**config.mk**
```make
export PLATFORM = sky130hd
export DESIGN_NAME = integer_to_decimal_text
export DESIGN_NICKNAME = d
export VERILOG_FILES = /design/src/itd_pkg.sv /design/src/itd_dp.sv /design/src/itd_ctrl.sv /design/src/integer_to_decimal_text.sv
export SDC_FILE = /design/constraint.sdc
export NUM_CORES = 1
export LEC_CHECK = 0
export ABC_AREA = 1
export BUFFER_PORTS_ARGS = -buffer_cell sky130_fd_sc_hd__buf_2
export CORE_UTILIZATION = 35
export DETAILED_ROUTE_END_ITERATION = 16
export MAX_ROUTING_LAYER = met4
export PLACE_DENSITY_LB_ADDON = 0.1
export SYNTH_ARGS = -nofsm -noshare
export SYNTH_HDL_FRONTEND = slang
export SYNTH_SLANG_ARGS = --single-unit
```
**constraint.sdc**
```tcl
create_clock -name i_clk -period 2.2 [get_ports i_clk]
set_input_delay 0.11 -clock i_clk [delete_from_list [all_inputs] [get_ports i_clk]]
set_output_delay 0.11 -clock i_clk [all_outputs]
set_load 0.005 [all_outputs]
```
**src/itd_pkg.sv**
```systemverilog
package itd_pkg;

    // Field widths
    localparam int ValueW  = 32;
    localparam int CharW   = 6;
    localparam int NumDig  = 10;
    localparam int DigW    = 4;
    localparam int IdxW    = 4;
    localparam int StepW   = 5;

    // Character codes
    localparam logic [CharW-1:0] ASCII_ZERO  = 6'd48;
    localparam logic [CharW-1:0] ASCII_MINUS = 6'd45;

    // Last shift-and-adjust step of the conversion
    localparam logic [StepW-1:0] LAST_STEP = 5'(ValueW - 1);

    // Controller to datapath commands
    typedef struct packed {
        logic load;      // capture sign and magnitude of a new request
        logic step;      // one shift-and-add-3 step
        logic prep;      // point at the leading nonzero digit
        logic dec;       // advance to the next lower digit
        logic sel_sign;  // drive the minus sign instead of a digit
    } t_cmd;

    // Datapath to controller status
    typedef struct packed {
        logic neg;       // value is negative
        logic idx_zero;  // current digit is the units digit
    } t_stat;

endpackage

```
**src/itd_dp.sv**
```systemverilog
module itd_dp
    import itd_pkg::*;
(
    input  logic              i_clk,
    input  logic [ValueW-1:0] i_value,
    input  t_cmd              i_cmd,
    output t_stat             o_stat,
    output logic [CharW-1:0]  o_char
);

    logic                             r_neg;
    logic [ValueW-1:0]                r_bin;
    logic [NumDig-1:0][DigW-1:0]      r_bcd;
    logic [IdxW-1:0]                  r_idx;

    logic [NumDig-1:0][DigW-1:0]      adj;
    logic [IdxW-1:0]                  lead;
    logic [DigW-1:0]                  digit;

    // Add 3 to every BCD digit of 5 or more before the shift
    always_comb begin
        for (int i = 0; i < NumDig; i++) begin
            adj[i] = (r_bcd[i] >= 4'd5) ? r_bcd[i] + 4'd3 : r_bcd[i];
        end
    end

    // Find the leading nonzero digit; units digit when all are zero
    always_comb begin
        lead = '0;
        for (int i = 1; i < NumDig; i++) begin
            if (r_bcd[i] != '0) begin
                lead = IdxW'(i);
            end
        end
    end

    // Conversion and digit pointer registers
    always_ff @(posedge i_clk) begin
        if (i_cmd.load) begin
            r_neg <= i_value[ValueW-1];
            r_bin <= i_value[ValueW-1] ? (ValueW'(0) - i_value) : i_value;
            r_bcd <= '0;
        end else if (i_cmd.step) begin
            // Shift the next magnitude bit into the units digit; the bit that
            // leaves the top digit is always zero for a 32-bit magnitude
            r_bcd <= (NumDig*DigW)'({adj, r_bin[ValueW-1]});
            r_bin <= {r_bin[ValueW-2:0], 1'b0};
        end
        if (i_cmd.prep) begin
            r_idx <= lead;
        end else if (i_cmd.dec) begin
            r_idx <= r_idx - 1'b1;
        end
    end

    assign digit = r_bcd[r_idx];

    // Select minus sign or digit character
    assign o_char = i_cmd.sel_sign ? ASCII_MINUS : (ASCII_ZERO | {2'b00, digit});

    assign o_stat.neg      = r_neg;
    assign o_stat.idx_zero = (r_idx == '0);

endmodule

```
**src/itd_ctrl.sv**
```systemverilog
module itd_ctrl
    import itd_pkg::*;
(
    input  logic  i_clk,
    input  logic  i_rst_n,
    input  logic  i_in_valid,
    output logic  o_in_ready,
    output logic  o_out_valid,
    input  logic  i_out_ready,
    output logic  o_out_last,
    input  t_stat i_stat,
    output t_cmd  o_cmd
);

    localparam logic [2:0] S_IDLE  = 3'd0;
    localparam logic [2:0] S_CONV  = 3'd1;
    localparam logic [2:0] S_PREP  = 3'd2;
    localparam logic [2:0] S_SIGN  = 3'd3;
    localparam logic [2:0] S_DIGIT = 3'd4;

    logic [2:0]       r_state, n_state;
    logic [StepW-1:0] r_cnt, n_cnt;
    logic             out_fire;

    assign o_in_ready  = (r_state == S_IDLE);
    assign o_out_valid = (r_state == S_SIGN) || (r_state == S_DIGIT);
    assign o_out_last  = (r_state == S_DIGIT) && i_stat.idx_zero;
    assign out_fire    = o_out_valid && i_out_ready;

    // Next state and commands
    always_comb begin
        n_state      = r_state;
        n_cnt        = r_cnt;
        o_cmd        = '0;
        unique case (r_state)
            S_IDLE: begin
                n_cnt = '0;
                if (i_in_valid) begin
                    o_cmd.load = 1'b1;
                    n_state    = S_CONV;
                end
            end
            S_CONV: begin
                o_cmd.step = 1'b1;
                n_cnt      = r_cnt + 1'b1;
                if (r_cnt == LAST_STEP) begin
                    n_state = S_PREP;
                end
            end
            S_PREP: begin
                o_cmd.prep = 1'b1;
                n_state    = i_stat.neg ? S_SIGN : S_DIGIT;
            end
            S_SIGN: begin
                o_cmd.sel_sign = 1'b1;
                if (out_fire) begin
                    n_state = S_DIGIT;
                end
            end
            S_DIGIT: begin
                if (out_fire) begin
                    if (i_stat.idx_zero) begin
                        n_state = S_IDLE;
                    end else begin
                        o_cmd.dec = 1'b1;
                    end
                end
            end
            default: begin
                n_state = S_IDLE;
            end
        endcase
    end

    // Hold state and step count
    always_ff @(posedge i_clk) begin
        if (!i_rst_n) begin
            r_state <= S_IDLE;
            r_cnt   <= '0;
        end else begin
            r_state <= n_state;
            r_cnt   <= n_cnt;
        end
    end

endmodule

```
**src/integer_to_decimal_text.sv**
```systemverilog
// Converts one signed 32-bit integer per request into its decimal ASCII text, most
// significant character first: a '-' for negative values (the most negative value
// included), no leading zeros, a single '0' for zero, and tlast on the final digit.
// One request is handled at a time. It is accepted, run through the shift-and-add-3
// binary-to-BCD loop over every magnitude bit, and the leading digit is located; then
// the characters (1 to 11 of them) are sent one character per cycle while the output
// side takes them, and a stalled output holds the current character in place.
// The input is ready again the cycle after the last character is taken.
module integer_to_decimal_text
    import itd_pkg::*;
(
    input  logic        i_clk,
    input  logic        i_rst_n,
    input  logic        i_s_tvalid,
    output logic        o_s_tready,
    input  logic [31:0] i_s_tdata,   // [31:0] value
    output logic        o_m_tvalid,
    input  logic        i_m_tready,
    output logic [7:0]  o_m_tdata,   // [5:0] character, [7:6] zero
    output logic        o_m_tlast
);

    t_cmd             cmd;
    t_stat            stat;
    logic [CharW-1:0] chr;

    itd_ctrl u_ctrl (
        .i_clk       (i_clk),
        .i_rst_n     (i_rst_n),
        .i_in_valid  (i_s_tvalid),
        .o_in_ready  (o_s_tready),
        .o_out_valid (o_m_tvalid),
        .i_out_ready (i_m_tready),
        .o_out_last  (o_m_tlast),
        .i_stat      (stat),
        .o_cmd       (cmd)
    );

    itd_dp u_dp (
        .i_clk   (i_clk),
        .i_value (i_s_tdata),
        .i_cmd   (cmd),
        .o_stat  (stat),
        .o_char  (chr)
    );

    assign o_m_tdata = {2'b00, chr};

`ifndef SYNTH
    // Input side and output side are never open together
    a_excl: assert property (@(posedge i_clk) disable iff (!i_rst_n)
        !(o_s_tready && o_m_tvalid))
        else $error("input ready while output valid");

    // The final character is always a digit
    a_last_digit: assert property (@(posedge i_clk) disable iff (!i_rst_n)
        (o_m_tvalid && o_m_tlast) |-> (o_m_tdata[5:0] != ASCII_MINUS))
        else $error("minus sign flagged as last");

    // After the last character is taken the block is ready again
    a_ready_after: assert property (@(posedge i_clk) disable iff (!i_rst_n)
        (o_m_tvalid && i_m_tready && o_m_tlast) |=> o_s_tready)
        else $error("not ready after last character");

    // An accepted request starts the conversion, no output next cycle
    a_no_early: assert property (@(posedge i_clk) disable iff (!i_rst_n)
        (i_s_tvalid && o_s_tready) |=> (!o_m_tvalid && !o_s_tready))
        else $error("output or ready right after accept");
`endif

endmodule
```
==> results.yml, run 1 <==
clock_network:
  buffers_from_clock_root_to_sink_at_most: 2
  cts_repair_resize_count: 0
  worst_skew_pair.late_latency_ns: 0.34
  cts_root_buffer_type: "sky130_fd_sc_hd__clkbuf_16"
  path_clk_slew_ns: 0.06
  postCtsHoldBufs: 0
  numCtsBuffers: 9
  cts-htree-levels: 3
  tritoncts_num_sinks: 85
  tritoncts: "yes"
  setup_buffers_after_cts: 0
place:
  gp_congestion: 0.871
  dp_hpwl_mm: 10.7
  io_buffer_count: 43
worst_setup_path:
  cp.required_ns: 2.09
  timing.critical_path.slowest_cell_delay_ns: 0.38
  largest_driver_fanout_on_the_critical_path: 24
  crit_path_start_kind: "flop"
  worst-setup-path-type: "reg2out"
  crit_slowest_cell: "sky130_fd_sc_hd__edfxtp_1"
  cp-end-kind: "primary output"
  timing.critical_path.cells: "buf_4 > a21oi_1 > o21ai_0 > nand3_1 > nand3_1 > a21oi_1 > buf_2"
  arrival_ns: 1.76
global_routing:
  grt_pass1_vias: 4872
  antenna_found_initial: 0
  grt_max_degree: 59
  grt_util_all_layers: 0.188
  grt_pass1_wl_mm: 23.9
  global_route.overflow_total: 0
floorplan:
  initial_core_utilization: 0.359
  rows: 46
  core_sq_mm: 0.0159
  die_width_microns: 130
  num_io_pins: 47
  floorplan.die.height_microns: 130
  die_area_sq_mm: 0.0169
timing:
  final.period_utilization: 0.849
  setup_viol_count_final: 0
  clock-skew-final_ns: 0.00445
  final_max_slew_viols: 0
  fmax_mhz: 535
  final.min_clock_period_ns: 1.87
  timing.setup.tns_ns: 0
  relSlewSlack: 0.569
  timing_hold_violations_final: 0
  worst_slew_pin_slew_ns: 0.641
  grt_setup_unrepaired: "false"
synth:
  synth-seq-cells: 85
  synth.area.top_cells: "sky130_fd_sc_hd__edfxtp_1 (19%), sky130_fd_sc_hd__dfxtp_1 (17%), sky130_fd_sc_hd__nand2_1 (11%)"
  synth_largest_area_cell: "sky130_fd_sc_hd__edfxtp_1"
  synthDistinctLibCells: 48
  synth-warning-count: 0
  ys_async_sr_fraction: 0
  ys.flop_type: "sky130_fd_sc_hd__dfxtp_1"
  yosysSeqAreaShare: 0.362
  synthesis.area_sq_mm: 0.00572
  netlist_instances: 774
  yosys.area.top_type_share: 0.194
  postSynthAreaPerCell_sq_um: 7.39
  synth_enable_flop_cells: 37
power_and_ir_drop:
  p_leak_nw: 2.87
  p_total_mw: 8.10
  max-vdd-ir-drop_uv: 404
  cellPowerDensity_mw_per_mm2: 1250
final_layout:
  finalCoreUtilization: 0.406
  layout-area-overhead-vs-synth_pct: 13.2
  layout-drive-gt1-share: 0.138
  layout.nets: 872
  num_antenna_cells: 0
drt:
  drc: 0
  number_of_drc_markers_in_iteration_0: 224
  wire_per_inst_microns: 13.8
  num_vias: 5031
  routed_wirelength_mm: 14.2
  drt.antenna.violating_nets: 0
  first_pass_iters: 4
  viasPerCell: 4.88
job:
  timing.max_cap.violations: 0
outcome:
  status: "completed"
worst_hold_path:
  worstHoldPathType: "in2reg"
## cell families (layout without fill, tap and decap cells)
family                   after synthesis  after routing  synth area share
flip-flops                            85             85             0.362
AND/OR/NAND/NOR                      332            332             0.263
buffers and inverters                129            170            0.0954
XOR/XNOR                              33             33            0.0505
other                                  2              3           0.00131
AO/OA/AOI/OAI                        169            169             0.175
adder cells (fa/ha/maj)               24             24            0.0525
## layout by cell type, fill, tap and decap left out, types with 7 or more instances in the layout
cell,netlist,final
sky130_fd_sc_hd__a21oi_1,45,45
sky130_fd_sc_hd__clkbuf_16,0,9
sky130_fd_sc_hd__o21ai_1,10,10
sky130_fd_sc_hd__ha_1,24,24
sky130_fd_sc_hd__inv_1,91,91
sky130_fd_sc_hd__buf_4,7,10
sky130_fd_sc_hd__xor2_1,30,30
sky130_fd_sc_hd__nand4_1,7,7
sky130_fd_sc_hd__edfxtp_1,37,37
sky130_fd_sc_hd__nand3_1,59,59
sky130_fd_sc_hd__dfxtp_1,48,48
sky130_fd_sc_hd__o211ai_1,16,16
sky130_fd_sc_hd__nand2_1,171,171
sky130_fd_sc_hd__buf_2,10,43
sky130_fd_sc_hd__o21ai_0,74,74
sky130_fd_sc_hd__nor2_1,57,57
## flip-flops by register name, indices dropped and copies added, names as in the netlist
signal,flops
u_dp.r_neg,1
u_dp.r_idx,4
u_ctrl.r_state,3
u_ctrl.r_cnt,5
u_dp.r_bin,32
u_dp.r_bcd,40
## report_power, final
part	internal, mW	switching (mW)	leakage (nW)
combinational	1.21	2.35	1.96
clock	1.10	0.626	0.162
sequential	2.46	0.360	0.749
## Yosys cell counts, drive strengths merged, types with 3 or more instances
master and n:
inv 100, o31ai 3, xnor2 3, dfxtp 48, clkbuf 7, buf 21, nand2 178, o211ai 16
ha 24, nand3 61, nor2 69, a21oi 45, or2 3, xor2 30, nor3 8, o22ai 5
nand4 7, edfxtp 37, o21ai 88, o32ai 3
## per-stage QoR
stage                     hold WS (ns)  area (sq um)  worst slack, ns  instances
after floorplan                  0.209          5720            0.402        775
after global placement           0.387          6150            0.451       1017
after detailed placement         0.394          6150            0.421       1017
after CTS                       0.0287          6470            0.305       1032
after global routing            0.0555          6470            0.123       1032
final                           0.0387          6470            0.332       1032
## worst max-delay path, delay by kind of cell, from the launching register on
family          cells  cell delay, ns
compound gates      3            0.44
buf+inv             2            0.36
flops               1            0.38
simple gates        2            0.22
## routing by layer
layer / wire length, microns / global-route usage
met4: 222 / 0.0609
met1: 6880 / 0.231
met2: 6790 / 0.317
met3: 343 / 0.0291
met5: 0 / -
## cell type report
cell class              instances  area (sq um)
fillers                      1693          9470
multi-input cells             561          3110
flip-flops and latches         85          2070
inverters                     101           387
repair buffers                 54           310
well taps                     216           270
clock buffers                  10           229
clock inverters                 5           100
## path summary, 6_finish.rpt
kind / startpoint / end / slack [ns] / cells after the start
max: u_dp.r_idx[0] / o_m_tdata[1] / 0.33 / 7
min: i_rst_n / u_ctrl.r_state[1] / 0.04 / 3
max reg2reg: u_ctrl.r_state[1] / u_ctrl.r_cnt[2] / 0.45 / 6
min reg2reg: u_dp.r_bin[31] / u_dp.r_bcd[0] / 0.47 / 2
No activity file was read; power rests on OpenSTA's default activity.
==> inputs of run 2 (changes only) <==
clock period = 1.89 ns   (was 2.2 ns; I/O delays follow)
==> run 2 against run 1 <==
Via count up 2.1%. Die area did not move. Clock-buffer cell count rose by 2. Clock skew rose by 0.0012 ns. Power grew 19%. Critical path type unchanged. Largest cell class unchanged. Largest power group unchanged. Highest routed layer unchanged.
==> results.yml, run 2 (synthesis results as in run 1) <==
worst_setup_path:
  largest_driver_fanout_on_the_critical_path: 15
  arrival_ns: 1.71
  cp-end-kind: "primary output"
  worst-setup-path-type: "reg2out"
  cp.required_ns: 1.80
  crit_path_start_kind: "flop"
drt:
  number_of_drc_markers_in_iteration_0: 271
  viasPerCell: 4.94
  drt.antenna.violating_nets: 0
  drc: 0
  num_vias: 5137
  first_pass_iters: 5
  routed_wirelength_mm: 14.4
  wire_per_inst_microns: 13.8
final_layout:
  largest_register_ffs: 40
  layout-area-overhead-vs-synth_pct: 14.6
  layout-drive-gt1-share: 0.151
  regMostFlops: "u_dp.r_bcd"
  final_common_cell: "sky130_fd_sc_hd__nand2_1"
  area_taken_by_multi_input_logic_gates_sq_mm: 0.00312
  cell_area_after_layout_sq_mm: 0.00656
  fillerInstances: 1697
  num_antenna_cells: 0
  layout.nets: 878
  mostFrequentLayoutCells: "sky130_fd_sc_hd__nand2_1 (171), sky130_fd_sc_hd__inv_1 (89), sky130_fd_sc_hd__o21ai_0 (72)"
  reg.largest.list: "u_dp.r_bcd: 40 flops, u_dp.r_bin: 32 flops, u_ctrl.r_cnt: 5 flops"
  final-seq-area_sq_mm: 0.00207
power_and_ir_drop:
  power_switching_mw: 3.95
  pwr-share-clk: 0.213
  power.switching_fraction: 0.410
  p_int_mw: 5.68
  share_seq_of_total_power: 0.342
  max-vdd-ir-drop_uv: 731
  combinationalPowerShare: 0.445
  cellPowerDensity_mw_per_mm2: 1470
  p_leak_nw: 2.90
place:
  gp_congestion: 0.857
  dp_hpwl_mm: 10.8
  io_buffer_count: 43
  place_area_sq_mm: 0.00619
floorplan:
  die_area_sq_mm: 0.0169
  floorplan.die.height_microns: 130
  core_sq_mm: 0.0159
  die_width_microns: 130
  initial_core_utilization: 0.359
  rows: 46
  num_io_pins: 47
timing:
  relSlewSlack: 0.621
  final.period_utilization: 0.955
  timing_hold_violations_final: 0
  fmax_mhz: 554
  finalHoldWorstSlack_ns: 0.0197
  setup_viol_count_final: 0
  clock-skew-final_ns: 0.00562
  final.min_clock_period_ns: 1.81
  final_max_slew_viols: 0
  worst_slew_pin_slew_ns: 0.564
clock_network:
  cts-htree-levels: 3
  worst_skew_pair.late_latency_ns: 0.35
  numCtsBuffers: 9
  tritoncts_num_sinks: 85
  tritoncts: "yes"
  buffers_from_clock_root_to_sink_at_most: 2
  path_clk_slew_ns: 0.06
  cts_root_buffer_type: "sky130_fd_sc_hd__clkbuf_16"
global_routing:
  grt_pass1_wl_mm: 24.2
  grt_util_all_layers: 0.190
  global_route.overflow_total: 0
  grt_pass1_vias: 4961
  grt_max_degree: 44
  antenna_found_initial: 0
outcome:
  status: "completed"
worst_hold_path:
  worstHoldPathType: "in2reg"
job:
  timing.max_cap.violations: 0
[run 2: critical path, cell delays in order, from the launching register on]
cell and delay, ns:
sky130_fd_sc_hd__edfxtp_1 0.45, sky130_fd_sc_hd__buf_6 0.18, sky130_fd_sc_hd__buf_4 0.15, sky130_fd_sc_hd__o21ai_0 0.16
sky130_fd_sc_hd__nand3_1 0.09, sky130_fd_sc_hd__nand3_1 0.11, sky130_fd_sc_hd__nand3_1 0.09, sky130_fd_sc_hd__buf_2 0.14
[run 2: what timing repair did]
action,4_1_cts,5_1_grt
hold buffers,0,0
hold endpoints to repair,0,0
setup buffers,1,1
endpoints found under the setup margin,4,5
gates resized for setup,0,10
[run 2: power by group through the flow]
stage / logic, mW / registers, mW / clock network, mW
5_1_grt: 4.90 / 3.39 / 2.16
4_1_cts: 4.32 / 3.29 / 2.11
3_3_place_gp: 4.23 / 3.31 / 0
3_5_place_dp: 4.28 / 3.33 / 0
2_1_floorplan: 3.10 / 3.19 / 0
6_report: 4.28 / 3.30 / 2.05
[run 2: worst paths after layout]
| path | startpoint | to | slack [ns] | cells after the start |
|---|---|---|---|---|
| min reg2reg | u_dp.r_bin[31] | u_dp.r_bcd[0] | 0.47 | 2 |
| min | i_rst_n | u_ctrl.r_state[0] | 0.02 | 3 |
| max | u_dp.r_idx[0] | o_m_tdata[3] | 0.08 | 7 |
| max reg2reg | u_dp.r_bcd[9] | u_dp.r_idx[0] | 0.16 | 12 |
[run 2: metal layers]
metal,global-route usage,part of all wire
met1,0.237,0.48
met2,0.314,0.47
met3,0.0328,0.034
met4,0.0561,0.013
met5,-,0
[run 2: through the flow]
stage	std cells	util	power [mW]	setup WS [ns]	TNS, ns
floorplan	775	-	6.29	0.0916	0
global route	1039	0.411	10.5	-0.00492	-0.0180
CTS	1038	0.410	9.72	0.0297	0
detailed placement	1021	0.388	7.61	0.108	0
finish	1039	0.411	9.62	0.0846	0
global placement	1021	0.388	7.55	0.107	0
[run 2: cell type report]
cell class	count	area share
Multi-Input combinational cell	561	0.476
Sequential cell	85	0.316
Inverter	101	0.0590
Timing Repair Buffer	60	0.0573
Tap cell	216	0.0412
Clock buffer	12	0.0361
Clock inverter	4	0.0149
